**src/rtl/core/ofv_pkg.sv**
```systemverilog
package ofv_pkg;

  localparam int unsigned MAX_SLOTS       = 1048576;
  localparam int unsigned MIN_TABLE_BYTES = 8;

  localparam int unsigned WORD_W   = 32;
  localparam int unsigned BASE_W   = 48;
  localparam int unsigned OFFS_W   = BASE_W + 1;
  localparam int unsigned SLOT_W   = $clog2(MAX_SLOTS + 1);
  localparam int unsigned INDEX_W  = 20;
  localparam int unsigned COUNT_W  = 21;
  localparam int unsigned VERD_W   = 3;
  localparam int unsigned CFG_IDX_W  = 1;
  localparam int unsigned CFG_DATA_W = BASE_W;

  // configuration register indexes
  localparam logic [CFG_IDX_W-1:0] CFG_FILE_SPAN   = 1'd0;
  localparam logic [CFG_IDX_W-1:0] CFG_BASE_OFFSET = 1'd1;

  // verdict codes
  localparam logic [VERD_W-1:0] VERD_VALID        = 3'd0;
  localparam logic [VERD_W-1:0] VERD_BAD_LENGTH   = 3'd1;
  localparam logic [VERD_W-1:0] VERD_DECREASING   = 3'd2;
  localparam logic [VERD_W-1:0] VERD_BEYOND_SPAN  = 3'd3;
  localparam logic [VERD_W-1:0] VERD_UNTERMINATED = 3'd4;
  localparam logic [VERD_W-1:0] VERD_NONZERO_PAD  = 3'd5;
  localparam logic [VERD_W-1:0] VERD_NO_MEMBERS   = 3'd6;

  // record kinds
  localparam logic KIND_MEMBER  = 1'b0;
  localparam logic KIND_VERDICT = 1'b1;

  // result queue
  localparam int unsigned FIFO_DEPTH = 4;
  localparam int unsigned FIFO_PTR_W = $clog2(FIFO_DEPTH);
  localparam int unsigned FIFO_CNT_W = $clog2(FIFO_DEPTH + 1);

  typedef struct packed {
    logic                record_kind;
    logic [COUNT_W-1:0]  member_number;
    logic [OFFS_W-1:0]   member_offset;
    logic [WORD_W-1:0]   member_size;
    logic [INDEX_W-1:0]  entry_index;
    logic [VERD_W-1:0]   verdict;
    logic [COUNT_W-1:0]  member_total;
    logic                last_result;
  } result_t;

  // up to two records written into the queue in one cycle
  typedef struct packed {
    logic [1:0] count;
    result_t    rec0;
    result_t    rec1;
  } push_t;

endpackage

```
**src/rtl/core/offset_table_validator.sv**
```systemverilog
// Offset table validator. Feed the table one 32-bit word per transaction, with
// first_word_i set on the length word that opens a table. Each word is checked
// in the cycle it is accepted, against state kept from the previous word, so a
// new word can be taken on every clock with in_ready_o high: one word per cycle.
// A word makes zero, one or two output transactions (a member record, then a
// verdict when the table ends on that word); these go into a four-entry result
// queue, and the first of them shows on the output once older records drain.
// Output drains one record per cycle while out_ready_i is high; in_ready_o
// drops only while the queue has fewer than two free entries, i.e. on a stall.
// Once a verdict is out, words are ignored until the next first word; a first
// word in the middle of a table drops the old table without a verdict.
// If the verdict is not valid, the consumer discards members already seen.
// file_span and base_offset are to be written through the cfg port only when
// the block is idle; the block itself does not enforce this.
module offset_table_validator
  import ofv_pkg::*;
(
  input  logic                  clk_i,
  input  logic                  rst_ni,
  // configuration writes
  input  logic                  cfg_we_i,
  input  logic [CFG_IDX_W-1:0]  cfg_index_i,
  input  logic [CFG_DATA_W-1:0] cfg_data_i,
  // table words
  input  logic                  in_valid_i,
  output logic                  in_ready_o,
  input  logic [WORD_W-1:0]     table_word_i,
  input  logic                  first_word_i,
  // member and verdict records
  output logic                  out_valid_o,
  input  logic                  out_ready_i,
  output logic                  record_kind_o,
  output logic [COUNT_W-1:0]    member_number_o,
  output logic [OFFS_W-1:0]     member_offset_o,
  output logic [WORD_W-1:0]     member_size_o,
  output logic [INDEX_W-1:0]    entry_index_o,
  output logic [VERD_W-1:0]     verdict_o,
  output logic [COUNT_W-1:0]    member_total_o,
  output logic                  last_result_o
);

  // walk phases
  localparam logic [1:0] PH_IDLE = 2'd0;
  localparam logic [1:0] PH_WALK = 2'd1;
  localparam logic [1:0] PH_PAD  = 2'd2;
  localparam logic [1:0] PH_DONE = 2'd3;

  // configuration registers
  logic [WORD_W-1:0]  file_span_q;
  logic [BASE_W-1:0]  base_offset_q;

  // walk state
  logic [1:0]         phase_q, phase_d;
  logic [WORD_W-1:0]  prev_q, prev_d;
  logic [SLOT_W-1:0]  slot_total_q, slot_total_d;
  logic [SLOT_W-1:0]  slot_index_q, slot_index_d;
  logic [COUNT_W-1:0] counter_q, counter_d;

  logic               in_fire;
  logic               last_slot;
  logic               bad_length;
  logic [SLOT_W-1:0]  slot_prev;
  push_t              push;
  result_t            head;
  logic               room_two;

  assign in_ready_o = room_two;
  assign in_fire    = in_valid_i && in_ready_o;

  // next slot index reaching the table length means this is the last slot
  assign last_slot = ({1'b0, slot_index_q} + (SLOT_W + 1)'(1)) >= {1'b0, slot_total_q};
  assign slot_prev = slot_index_q - SLOT_W'(1);

  // length word checks: minimum size, word aligned, inside the file, slot limit
  assign bad_length = (table_word_i < WORD_W'(MIN_TABLE_BYTES)) ||
                      (table_word_i[1:0] != 2'b00) ||
                      (table_word_i > file_span_q) ||
                      (table_word_i[WORD_W-1:2] > (WORD_W - 2)'(MAX_SLOTS));

  always_ff @(posedge clk_i or negedge rst_ni) begin
    if (!rst_ni) begin
      file_span_q   <= '0;
      base_offset_q <= '0;
    end else if (cfg_we_i) begin
      case (cfg_index_i)
        CFG_FILE_SPAN:   file_span_q   <= cfg_data_i[WORD_W-1:0];
        CFG_BASE_OFFSET: base_offset_q <= cfg_data_i[BASE_W-1:0];
        default: ;
      endcase
    end
  end

  always_comb begin
    logic        mem_push;
    logic        ver_push;
    logic [VERD_W-1:0] ver_code;
    result_t     mem_rec;
    result_t     ver_rec;

    phase_d      = phase_q;
    prev_d       = prev_q;
    slot_total_d = slot_total_q;
    slot_index_d = slot_index_q;
    counter_d    = counter_q;
    mem_push     = 1'b0;
    ver_push     = 1'b0;
    ver_code     = VERD_VALID;

    if (in_fire) begin
      if (first_word_i) begin
        counter_d = '0;
        if (bad_length) begin
          prev_d       = '0;
          slot_total_d = '0;
          slot_index_d = '0;
          ver_push     = 1'b1;
          ver_code     = VERD_BAD_LENGTH;
        end else begin
          prev_d       = table_word_i;
          slot_total_d = SLOT_W'(table_word_i >> 2);
          slot_index_d = SLOT_W'(1);
          phase_d      = PH_WALK;
        end
      end else begin
        case (phase_q)
          PH_WALK: begin
            slot_index_d = slot_index_q + SLOT_W'(1);
            if ((prev_q == file_span_q) && (table_word_i == '0)) begin
              // terminator reached, zero word: done or padding follows
              if (last_slot) begin
                ver_push = 1'b1;
              end else begin
                phase_d = PH_PAD;
              end
            end else if (table_word_i < prev_q) begin
              ver_push = 1'b1;
              ver_code = VERD_DECREASING;
            end else if (table_word_i > file_span_q) begin
              ver_push = 1'b1;
              ver_code = VERD_BEYOND_SPAN;
            end else begin
              if (table_word_i != prev_q) begin
                mem_push  = 1'b1;
                counter_d = counter_q + COUNT_W'(1);
              end
              prev_d = table_word_i;
              if (last_slot) begin
                ver_push = 1'b1;
                if (table_word_i != file_span_q) begin
                  ver_code = VERD_UNTERMINATED;
                end
              end
            end
          end
          PH_PAD: begin
            slot_index_d = slot_index_q + SLOT_W'(1);
            if (table_word_i != '0) begin
              ver_push = 1'b1;
              ver_code = VERD_NONZERO_PAD;
            end else if (last_slot) begin
              ver_push = 1'b1;
            end
          end
          default: ;
        endcase
      end
    end

    // a clean end with no members is its own verdict
    if ((ver_code == VERD_VALID) && (counter_d == '0)) begin
      ver_code = VERD_NO_MEMBERS;
    end
    if (ver_push) begin
      phase_d = PH_DONE;
    end

    mem_rec               = '0;
    mem_rec.record_kind   = KIND_MEMBER;
    mem_rec.member_number = counter_d;
    mem_rec.member_offset = {1'b0, base_offset_q} + OFFS_W'(prev_q);
    mem_rec.member_size   = table_word_i - prev_q;
    mem_rec.entry_index   = slot_prev[INDEX_W-1:0];
    mem_rec.last_result   = !ver_push;

    ver_rec              = '0;
    ver_rec.record_kind  = KIND_VERDICT;
    ver_rec.verdict      = ver_code;
    ver_rec.member_total = counter_d;
    ver_rec.last_result  = 1'b1;

    push.count = 2'(mem_push) + 2'(ver_push);
    push.rec0  = mem_push ? mem_rec : ver_rec;
    push.rec1  = ver_rec;
  end

  always_ff @(posedge clk_i or negedge rst_ni) begin
    if (!rst_ni) begin
      phase_q      <= PH_IDLE;
      prev_q       <= '0;
      slot_total_q <= '0;
      slot_index_q <= '0;
      counter_q    <= '0;
    end else begin
      phase_q      <= phase_d;
      prev_q       <= prev_d;
      slot_total_q <= slot_total_d;
      slot_index_q <= slot_index_d;
      counter_q    <= counter_d;
    end
  end

  // result queue between the checks and the consumer
  ofv_result_fifo u_result_fifo (
    .clk_i      (clk_i),
    .rst_ni     (rst_ni),
    .push_i     (push),
    .room_two_o (room_two),
    .valid_o    (out_valid_o),
    .ready_i    (out_ready_i),
    .head_o     (head)
  );

  assign record_kind_o   = head.record_kind;
  assign member_number_o = head.member_number;
  assign member_offset_o = head.member_offset;
  assign member_size_o   = head.member_size;
  assign entry_index_o   = head.entry_index;
  assign verdict_o       = head.verdict;
  assign member_total_o  = head.member_total;
  assign last_result_o   = head.last_result;

endmodule

```
**src/rtl/core/ofv_result_fifo.sv**
```systemverilog
module ofv_result_fifo
  import ofv_pkg::*;
(
  input  logic    clk_i,
  input  logic    rst_ni,
  input  push_t   push_i,
  output logic    room_two_o,
  output logic    valid_o,
  input  logic    ready_i,
  output result_t head_o
);

  result_t                mem_q [FIFO_DEPTH];
  logic [FIFO_PTR_W-1:0]  wr_ptr_q, wr_ptr_d;
  logic [FIFO_PTR_W-1:0]  rd_ptr_q, rd_ptr_d;
  logic [FIFO_CNT_W-1:0]  count_q, count_d;
  logic [FIFO_PTR_W-1:0]  wr_ptr_nxt;
  logic                   pop;

  assign valid_o    = (count_q != '0);
  assign head_o     = mem_q[rd_ptr_q];
  assign pop        = valid_o && ready_i;
  assign room_two_o = (count_q <= FIFO_CNT_W'(FIFO_DEPTH - 2));
  assign wr_ptr_nxt = wr_ptr_q + FIFO_PTR_W'(1);

  always_comb begin
    wr_ptr_d = wr_ptr_q + FIFO_PTR_W'(push_i.count);
    rd_ptr_d = pop ? rd_ptr_q + FIFO_PTR_W'(1) : rd_ptr_q;
    count_d  = count_q + FIFO_CNT_W'(push_i.count) - FIFO_CNT_W'(pop);
  end

  always_ff @(posedge clk_i or negedge rst_ni) begin
    if (!rst_ni) begin
      wr_ptr_q <= '0;
      rd_ptr_q <= '0;
      count_q  <= '0;
    end else begin
      wr_ptr_q <= wr_ptr_d;
      rd_ptr_q <= rd_ptr_d;
      count_q  <= count_d;
    end
  end

  // storage, no reset
  always_ff @(posedge clk_i) begin
    if (push_i.count != 2'd0) begin
      mem_q[wr_ptr_q] <= push_i.rec0;
    end
    if (push_i.count == 2'd2) begin
      mem_q[wr_ptr_nxt] <= push_i.rec1;
    end
  end

endmodule

```
**config.mk**
```make
export PLATFORM = sky130hd
export DESIGN_NAME = offset_table_validator
export DESIGN_NICKNAME = d
export VERILOG_FILES = /design/src/rtl/core/ofv_pkg.sv /design/src/rtl/core/offset_table_validator.sv /design/src/rtl/core/ofv_result_fifo.sv
export SDC_FILE = /design/constraint.sdc
export NUM_CORES = 1
export LEC_CHECK = 0
export ABC_AREA = 1
export BUFFER_PORTS_ARGS = -buffer_cell sky130_fd_sc_hd__buf_2
export CELL_PAD_IN_SITES_DETAIL_PLACEMENT = 1
export CELL_PAD_IN_SITES_GLOBAL_PLACEMENT = 1
export CORE_MARGIN = 3
export CORE_UTILIZATION = 40
export CTS_CLUSTER_SIZE = 10
export DETAILED_ROUTE_END_ITERATION = 8
export GPL_ROUTABILITY_DRIVEN = 0
export PLACE_DENSITY = 0.83
export SLEW_MARGIN = 20
export SYNTH_ARGS = -nofsm -noshare
export SYNTH_HDL_FRONTEND = slang
export SYNTH_SLANG_ARGS = --single-unit
export TNS_END_PERCENT = 100
```
**constraint.sdc**
```tcl
create_clock -name clk_i -period 9.9 [get_ports clk_i]
set_clock_uncertainty 0.05 [all_clocks]
set_input_delay 1.98 -clock clk_i [delete_from_list [all_inputs] [get_ports clk_i]]
set_output_delay 1.98 -clock clk_i [all_outputs]
set_load 0.02 [all_outputs]
```
# [Word-level counts from Yosys, hierarchy flattened]
# Memories as Yosys holds them, arrays and structs flattened.
# Index checks and enable logic that the tools add are counted.
[totals] reg_bits=184 ramBits=592 inputBits=87 output_inout_bits=150 wordCells=124 mem_count=1
[classes] n_addsub=12 n_lt_le_gt_ge=6 eq_ne=11 n_mux=56 bitwise_logic=1 reduce_logical=27
[mem_list] memory="u_result_fifo.mem_q" depth=4 width=148 rd=1 rd_clocked_by_memory_dff=0 write_ports=2 line="ofv_result_fifo.sv:13" rtl="result_t mem_q [FIFO_DEPTH];"
[ops] op="2-to-1 mux 21 bit" n=10
[ops] op="2-to-1 mux 32 bit" n=6
[ops] op="2-to-1 mux 148 bit" n=1
[ops] op="inequality test 32 bit" n=2
[ops] op="adder 48 x 32 -> 49 bit" n=1
[ops] op="adder 21 x 1 -> 21 bit, second input constant" n=2
[ops] op="== test 32 bit" n=1
[ops] op="greater-than comparator 32 bit" n=1
[ops] op="logical NOT 32 bit" n=1
[ops] op="< comparator 32 bit" n=1
[ops] op="< comparator 32 x 4 -> 1 bit, second input constant" n=1
[ops] op="nonzero test 32 bit" n=1
[ops] op="subtractor 32 bit" n=1
[ops] op="greater-than comparator 30 x 21 -> 1 bit, second input constant" n=1
[ops] op="2-to-1 mux 3 bit" n=9
[ops] op="adder 21 x 1 -> 22 bit, second input constant" n=1
[ops] op="greater-or-equal comparator 22 x 21 -> 1 bit" n=1
[ops] op="logical NOT 21 bit" n=1
[ops] op="2-to-1 mux 1 bit" n=21
[ops] op="subtractor 20 x 1 -> 20 bit, second input constant" n=1
[ops] op="2-to-1 mux 2 bit" n=7
[ops] op="AND reduction 5 bit" n=2
[ops] op="nonzero test 2 bit" n=5
[ops] op="nonzero test 3 bit" n=3
[ops] op="other kinds (19)" n=32

# [Longest topological paths before layout]
# Gate-level depths: netlist of run 1.
[depth] word_depth=13 ltp_mapped=33 ltp_nobuf=29

# [Hierarchy]
# Synthesis of run 1 repeated with hierarchy kept, for this count alone.
[unflattened] hier_cells=6162 hier_area_um2=46816.2
[by_module_without_submodules] module="ofv_result_fifo" instances=1 cells_each=3898 area_each_um2=31712.9 seq_area_each_um2=17952.2
[by_module_without_submodules] module="offset_table_validator" instances=1 cells_each=2264 area_each_um2=15103.2 seq_area_each_um2=4429.2

# [Least setup slack after synthesis of run 1]
# OpenSTA, ideal clock, no wires.
[synth_timing] kind="input port to flip-flop" startpoint="input port table_word_i[0]" endpoint="memory u_result_fifo.mem_q[3][127] (netlist bit)" setup_time_ns=0.131 arrival_time_ns=6.308 required_time_ns=9.719 path_slack_ns=3.411 stages=28 n_path_buf=3 path_cell_list="inv_1 -> ha_1 -> inv_1 -> fa_1 -> nand2_1 -> clkinv_1 -> nand2_1 -> nand2_2 -> nand2_1 -> nand2_2 -> nand2_2 -> nand2_4 -> a21oi_1 -> a21oi_2 -> nor3_1 -> inv_1 -> a31oi_1 -> inv_1 -> ha_1 -> nor3_1 -> inv_1 -> clkbuf_1 -> nand2_1 -> clkinv_1 -> clkbuf_1 -> clkbuf_1 -> nand2_1 -> o21ai_0"
[synth_rtl] element="start: declaration" line="offset_table_validator.sv:27" rtl="input logic [WORD_W-1:0] table_word_i,"
[synth_rtl] element="end: declaration" line="ofv_result_fifo.sv:13"

==> results of run 1 <==
==> through the flow <==
| stage | hold slack (ns) | area, um2 |
|---|---|---|
| after floorplan | 0.371 | 38000 |
| after global placement | 0.383 | 40000 |
| after detailed placement | 0.386 | 40000 |
| after CTS | 0.401 | 42700 |
| after global routing | 0.422 | 42700 |
| final | 0.398 | 42700 |
==> Yosys cell counts, types with 36 or more instances <==
master	n	area share (%)
sky130_fd_sc_hd__nand2_1	1038	10
sky130_fd_sc_hd__o21ai_0	695	9.2
sky130_fd_sc_hd__nor2_1	622	6.1
sky130_fd_sc_hd__dfxtp_1	496	26
sky130_fd_sc_hd__inv_1	407	4.0
sky130_fd_sc_hd__clkbuf_1	230	2.3
sky130_fd_sc_hd__dfrtp_1	184	12
sky130_fd_sc_hd__o21ai_1	174	2.3
sky130_fd_sc_hd__o22ai_1	167	2.8
sky130_fd_sc_hd__nand3_1	161	2.1
sky130_fd_sc_hd__a21oi_1	136	1.8
sky130_fd_sc_hd__ha_1	129	4.3
sky130_fd_sc_hd__edfxtp_1	96	7.6
sky130_fd_sc_hd__a22o_1	77	1.8
sky130_fd_sc_hd__nand4_1	39	0.64
sky130_fd_sc_hd__xor2_1	39	0.90
sky130_fd_sc_hd__nor3_1	36	0.47
==> sequential cells by signal, summed over array words and instances, names as in the netlist <==
name                    cells
slot_index_q               21
u_result_fifo.rd_ptr_q      2
slot_total_q               21
base_offset_q              48
counter_q                  21
u_result_fifo.mem_q       592
file_span_q                32
u_result_fifo.wr_ptr_q      2
u_result_fifo.count_q       3
prev_q                     32
phase_q                     2
==> cell type report <==
cell class                      instances  area share [%]
Timing Repair Buffer                  271            3.46
Antenna cell                            3          0.0176
Inverter                              424            3.79
Clock inverter                         11           0.343
Tap cell                             1254            3.67
Multi-Input combinational cell       3528            42.0
Clock buffer                          138            5.89
Sequential cell                       776            40.8
==> power by group through the flow <==
stage	Combinational, mW	Sequential [mW]	Clock [mW]
after floorplan	3.72	3.75	0
final	5.72	3.87	3.13
after global routing	6.24	3.90	3.30
after global placement	5.53	3.90	0
after detailed placement	5.66	3.91	0
after CTS	5.70	3.86	3.17
==> critical path, delay by kind of cell (launching register included) <==
family | cells | cell delay [ns]
flip-flops | 1 | 0.46
adder cells (fa/ha/maj) | 3 | 0.75
AO/OA/AOI/OAI | 5 | 1.52
AND/OR/NAND/NOR | 12 | 2.25
buffers and inverters | 8 | 2.67
==> kinds of logic after synthesis <==
| kind of cell | Yosys count |
|---|---|
| mux | 7 |
| compound gates | 1331 |
| simple gates | 1998 |
| fa+ha+maj | 132 |
| flops | 776 |
| buf+inv | 686 |
| xor+xnor | 60 |
==> routing by layer <==
metal	up-vias	wire (um)	GRT usage (%)
met5	-	13	0
met2	1115	68000	48.3
met3	320	7460	3.74
met1	18073	58900	34.6
li1	16839	-	-
met4	2	6390	11.9
==> final timing paths <==
path	slack (ns)	depth (start not counted)	end
hold / removal	0.40	2	u_result_fifo.mem_q[1][113]
max in group asynchronous	7.05	2	u_result_fifo.rd_ptr_q[1]
hold reg to reg	0.40	2	u_result_fifo.mem_q[1][113]
min in group asynchronous	1.38	1	base_offset_q[14]
setup / recovery	1.98	28	u_result_fifo.mem_q[2][106]
setup reg to reg	1.98	28	u_result_fifo.mem_q[2][106]
==> impl_metrics.sql, run 1 <==
INSERT INTO impl_metrics (metric_group, metric, value, unit) VALUES
('cells_and_area', 'multiInputGateArea', '18000', 'um2'),
('place', 'port_buffers', '236', ''),
('synth', 'main_combinational_cell_family_by_area_after_synthesis', 'simple AND/OR/NAND/NOR gates', ''),
('timing', 'achievable_frequency', '126', 'MHz'),
('die', 'fp.dieW', '314', 'um'),
('timing', 'slew_viol_final', '0', ''),
('die', 'floorplan.die.height', '314', 'um'),
('setup_path', 'worst_path_max_delay_cell', 'sky130_fd_sc_hd__clkinv_2', ''),
('power_and_ir_drop', 'clockPowerShare', '24.6', '%'),
('place', 'place_worst_setup_slack', '1.65', 'ns'),
('die', 'ios', '237', ''),
('power_and_ir_drop', 'ir_worst_vdd', '0.000246', 'V'),
('clock_network', 'cts.reportedPaths.clkPinSlew', '0.05', 'ns'),
('setup_path', 'path_class', 'flip-flop to flip-flop', ''),
('cells_and_area', 'final_standard_cell_utilization_of_the_core', '45.6', '%'),
('cells_and_area', 'drive_gt1_share', '9.77', '%'),
('power_and_ir_drop', 'p_comb_share', '44.9', '%'),
('synth', 'post_synthesis_adder_cell_area_fraction', '4.41', '%'),
('detailed_routing', 'drc_errors', '0', ''),
('clock_network', 'clock_latency', '0.66', 'ns'),
('cells_and_area', 'area_growth', '12.5', '%'),
('die', 'effective_utilization_at_floorplan', '40.5', '%'),
('cells_and_area', 'fin_cells', '6405', ''),
('run', 'number_of_max_cap_violations', '0', ''),
('synth', 'yosysSeqAreaShare', '45.9', '%'),
('place', 'dp.cells', '6253', ''),
('setup_path', 'cp.arrival', '8.41', 'ns'),
('clock_network', 'clock_tree.root_cell', 'sky130_fd_sc_hd__clkbuf_16', ''),
('clock_network', 'cts_made_buffers', '91', ''),
('synth', 'ys_ff_latch', '776', ''),
('synth', 'synthCells', '4990', ''),
('synth', 'mappedNetlistArea', '38000', 'um2'),
('setup_path', 'cp_slowest_stage_delay', '0.65', 'ns'),
('setup_path', 'critical_path.endpoint_type', 'flip-flop', ''),
('power_and_ir_drop', 'pwr_density_cell', '298', 'nW/um2'),
('timing', 'worst_slack', '1.98', 'ns'),
('timing', 'layout_min_cycle_time', '7.92', 'ns'),
('setup_path', 'required_arrival_time_at_the_worst_endpoint', '10.39', 'ns'),
('die', 'dieArea', '98600', 'um2'),
('global_routing', 'grt_antenna_before_repair', '7', ''),
('synth', 'synthesis.yosys.warnings', '0', ''),
('global_routing', 'grt_pass1_vias', '37443', ''),
('detailed_routing', 'firstDrtPassIters', '5', ''),
('place', 'post-dp-hpwl', '96.2', 'mm'),
('clock_network', 'post_cts_buffers', '0', ''),
('clock_network', 'cts_htree_levels', '3', ''),
('power_and_ir_drop', 'leakagePower', '18.1', 'nW'),
('setup_path', 'critical_path.startpoint_type', 'flip-flop', ''),
('cells_and_area', 'filler_cell_count', '11643', ''),
('setup_path', 'critical_path.most_common_cell', 'sky130_fd_sc_hd__nand2_1', ''),
('timing', 'unrepaired_setup_endpoints_after_global_routing', 'no', ''),
('synth', 'synthDistinctLibCells', '58', ''),
('timing', 'finalSetupViolCount', '0', ''),
('power_and_ir_drop', 'internal_power', '6.93', 'mW'),
('global_routing', 'maximum_number_of_pins_on_one_net_before_global_route_repair', '218', ''),
('setup_path', 'reg2reg_launch_point', 'slot_index_q[0]', ''),
('synth', 'fraction_of_synthesis_flops_using_an_asynchronous_set_or_reset_pin', '23.7', '%'),
('cells_and_area', 'layout_commonest_cell', 'sky130_fd_sc_hd__nand2_1', ''),
('timing', 'timing.setup.tns', '0', 'ns'),
('setup_path', 'cp_max_fo', '77', ''),
('clock_network', 'ctsHoldBuffers', '0', ''),
('detailed_routing', 'avgRoutedWirePerCell', '22.0', 'um'),
('clock_network', 'clockBufferDepth', '3', ''),
('synth', 'parity_gate_share_of_the_synthesized_area_counting_xor_and_xnor_cells', '1.38', '%'),
('cells_and_area', 'fin_nets', '5311', ''),
('status', 'status', 'finished clean', ''),
('timing', 'timing.max_slew.rel_slack', '18.3', '%'),
('synth', 'synth.avg_cell_area', '7.61', 'um2'),
('die', 'core.rowCount', '112', ''),
('synth', 'synth-main-ff-cell', 'sky130_fd_sc_hd__dfxtp_1', ''),
('power_and_ir_drop', 'fin_total_pwr', '12.7', 'mW');
(Power assumes the default switching activity.)
==> run 2, diff against run 1 <==
==> constraint.sdc (replaced) <==
create_clock -name clk_i -period 8 [get_ports clk_i]
set_clock_uncertainty 0.05 [all_clocks]
set_input_delay 1.6 -clock clk_i [delete_from_list [all_inputs] [get_ports clk_i]]
set_output_delay 1.6 -clock clk_i [all_outputs]
set_load 0.02 [all_outputs]
==> run 2 against run 1 <==
  * Sequential power rose by 24%
  * Utilization barely moved
  * Clock-buffer cell count fell by 7
  * Clock power rose by 21%
  * Final cell count barely moved
  * Wire length rose by 0.46%
  * First-iteration DRC count rose by 4.4%
  * Maximum frequency rose by 26%
  * Setup slack got worse by 0.25 ns
  * Total power rose by 23%
  * Via count fell by 0.17%
==> impl_metrics.sql, run 2 (same netlist as run 1, synthesis figures left out) <==
INSERT INTO impl_metrics (metric_group, metric, value, unit) VALUES
('power_and_ir_drop', 'ir_worst_vdd', '0.000236', 'V'),
('die', 'fp.dieW', '314', 'um'),
('cells_and_area', 'largestRegisters', 'u_result_fifo.mem_q: 592 flops, base_offset_q: 48 flops', ''),
('place', 'total_placed_instance_area', '40100', 'um2'),
('cells_and_area', 'drive_gt1_share', '9.92', '%'),
('place', 'place_worst_setup_slack', '1.68', 'ns'),
('power_and_ir_drop', 'pwr_density_cell', '367', 'nW/um2'),
('min_path', 'hold_path_startpoint', 'u_result_fifo.mem_q[2][120]', ''),
('cells_and_area', 'final_cell_area', '42700', 'um2'),
('detailed_routing', 'drt_iter0_markers', '2849', ''),
('timing', 'timing.max_slew.rel_slack', '26.3', '%'),
('setup_path', 'cp_slowest_stage_delay', '0.75', 'ns'),
('clock_network', 'cts_sinks', '776', ''),
('setup_path', 'cp_max_fo', '66', ''),
('status', 'status', 'finished clean', ''),
('setup_path', 'cp.arrival', '6.77', 'ns'),
('detailed_routing', 'drc_errors', '0', ''),
('timing', 'worst_slack', '1.73', 'ns'),
('detailed_routing', 'detail_route.vias_per_cell', '5.67', ''),
('timing', 'final_hold_viol_count', '0', ''),
('setup_path', 'worst_path_max_delay_cell', 'sky130_fd_sc_hd__buf_4', ''),
('place', 'post-dp-hpwl', '97.4', 'mm'),
('cells_and_area', 'fin_nets', '5321', ''),
('global_routing', 'maximum_number_of_pins_on_one_net_before_global_route_repair', '177', ''),
('clock_network', 'clock_latency', '0.67', 'ns'),
('cells_and_area', 'biggest_register', 'u_result_fifo.mem_q', ''),
('die', 'effective_utilization_at_floorplan', '40.5', '%'),
('detailed_routing', 'firstDrtPassIters', '5', ''),
('setup_path', 'crit_family', 'simple AND/OR/NAND/NOR gates', ''),
('cells_and_area', 'largest_reg_flops', '592', ''),
('cells_and_area', 'final_cell_mix', 'sky130_fd_sc_hd__nand2_1 (1,036), sky130_fd_sc_hd__o21ai_0 (695), sky130_fd_sc_hd__nor2_1 (622)', ''),
('cells_and_area', 'antenna_cells_inserted', '0', ''),
('detailed_routing', 'avgRoutedWirePerCell', '22.1', 'um'),
('run', 'number_of_max_cap_violations', '0', ''),
('setup_path', 'critical_path.startpoint_type', 'flip-flop', ''),
('global_routing', 'grt_first_pass_wirelength', '218', 'mm'),
('timing', 'slew_viol_final', '0', ''),
('die', 'ios', '237', ''),
('power_and_ir_drop', 'fin_total_pwr', '15.7', 'mW'),
('clock_network', 'ctsHoldBuffers', '0', ''),
('clock_network', 'clock_tree_from_tritoncts', 'built', ''),
('setup_path', 'path_class', 'flip-flop to flip-flop', ''),
('setup_path', 'critical_path.most_common_cell', 'sky130_fd_sc_hd__nand2_1', ''),
('die', 'core_region_area', '93700', 'um2'),
('min_path', 'worst_hold_path_cell_count', '2', ''),
('cells_and_area', 'filler_cell_count', '11581', ''),
('place', 'dp.cells', '6264', ''),
('setup_path', 'critical_path.endpoint_type', 'flip-flop', ''),
('min_path', 'min-delay-path-class', 'flip-flop to flip-flop', ''),
('clock_network', 'cts.reportedPaths.clkPinSlew', '0.05', 'ns'),
('timing', 'achievable_frequency', '159', 'MHz'),
('place', 'port_buffers', '236', ''),
('setup_path', 'required_arrival_time_at_the_worst_endpoint', '8.50', 'ns'),
('clock_network', 'cts_made_buffers', '89', ''),
('setup_path', 'critPathBufInv', '6', ''),
('global_routing', 'grt_antenna_before_repair', '4', ''),
('timing', 'min_period_over_period', '78.4', '%'),
('global_routing', 'grt_pass1_vias', '37237', ''),
('detailed_routing', 'routed_wire_length', '141', 'mm'),
('global_routing', 'global_route.overflow_total', '0', ''),
('die', 'core.rowCount', '112', ''),
('timing', 'timing.setup.tns', '0', 'ns'),
('clock_network', 'clockBufferDepth', '3', ''),
('timing', 'unrepaired_setup_endpoints_after_global_routing', 'no', ''),
('clock_network', 'clock_tree.root_cell', 'sky130_fd_sc_hd__clkbuf_16', ''),
('cells_and_area', 'fin_cells', '6403', ''),
('min_path', 'whs_endpoint', 'u_result_fifo.mem_q[2][120]', ''),
('setup_path', 'timing.reg2reg.worst_path_depth', '27', ''),
('setup_path', 'ff2ff_setup_slack', '1.73', 'ns'),
('setup_path', 'r2r-end', 'u_result_fifo.mem_q[3][123]', ''),
('detailed_routing', 'via_count', '36287', ''),
('timing', 'finalSetupViolCount', '0', ''),
('die', 'floorplan.die.height', '314', 'um'),
('clock_network', 'post_cts_resize_count', '0', ''),
('setup_path', 'reg2reg_launch_point', 'slot_index_q[0]', ''),
('timing', 'tightestPinTransition', '1.10', 'ns'),
('power_and_ir_drop', 'leakagePower', '18.1', 'nW'),
('global_routing', 'track_usage', '28.1', '%'),
('detailed_routing', 'detail-route-antenna-nets', '0', ''),
('timing', 'layout_min_cycle_time', '6.27', 'ns'),
('clock_network', 'post_cts_buffers', '0', ''),
('cells_and_area', 'area_growth', '12.5', '%'),
('clock_network', 'cts_htree_levels', '3', ''),
('cells_and_area', 'layout_commonest_cell', 'sky130_fd_sc_hd__nand2_1', ''),
('die', 'dieArea', '98600', 'um2');
-- run 2: area by class of cell --
class,instances,area (um2),share of cell area [%]
clock inverters,7,105,0.246
flip-flops and latches,776,17400,40.8
clock buffers,131,2480,5.81
multi-input cells,3528,17900,42.0
well taps,1254,1570,3.67
repair buffers,283,1560,3.64
inverters,424,1620,3.79
-- run 2: power breakdown --
part           switching, mW  total, mW  internal (mW)
Clock                   1.64       3.79           2.16
Sequential             0.411       4.78           4.37
Combinational           5.10       7.09           1.99
Total                   7.14       15.7           8.52
-- run 2: tightest hold or removal path, cell delays in order, from the launching register on --
cell and delay, ns:
sky130_fd_sc_hd__dfxtp_1 0.30, sky130_fd_sc_hd__nand2_1 0.06, sky130_fd_sc_hd__nand2_1 0.05
-- run 2: through the flow --
stage	utilization, %	hold slack, ns
after floorplan	-	0.371
after global placement	42.8	0.383
after detailed placement	42.8	0.386
after CTS	45.5	0.401
after global routing	45.5	0.416
final	45.5	0.401
-- run 2: routing by layer --
| metal | vias to the layer above | wire length, um | GRT usage, % |
|---|---|---|---|
| li1 | 16844 | - | - |
| met1 | 18039 | 59600 | 35.5 |
| met2 | 1065 | 66800 | 47.0 |
| met3 | 335 | 7300 | 3.69 |
| met4 | 4 | 7750 | 14.1 |
| met5 | - | 22 | 0 |
-- run 2: how the worst max path moves through the flow --
stage,to,depth (start not counted),from,slack [ns]
after floorplan,u_result_fifo.mem_q[3][127],28,table_word_i[0],1.89
after global placement,u_result_fifo.mem_q[3][114],26,table_word_i[0],1.84
after detailed placement,u_result_fifo.mem_q[3][62],26,table_word_i[0],1.68
after CTS,u_result_fifo.mem_q[3][123],27,slot_index_q[0],1.82
after global routing,u_result_fifo.mem_q[3][91],27,slot_index_q[0],1.07
final,u_result_fifo.mem_q[3][123],27,slot_index_q[0],1.73
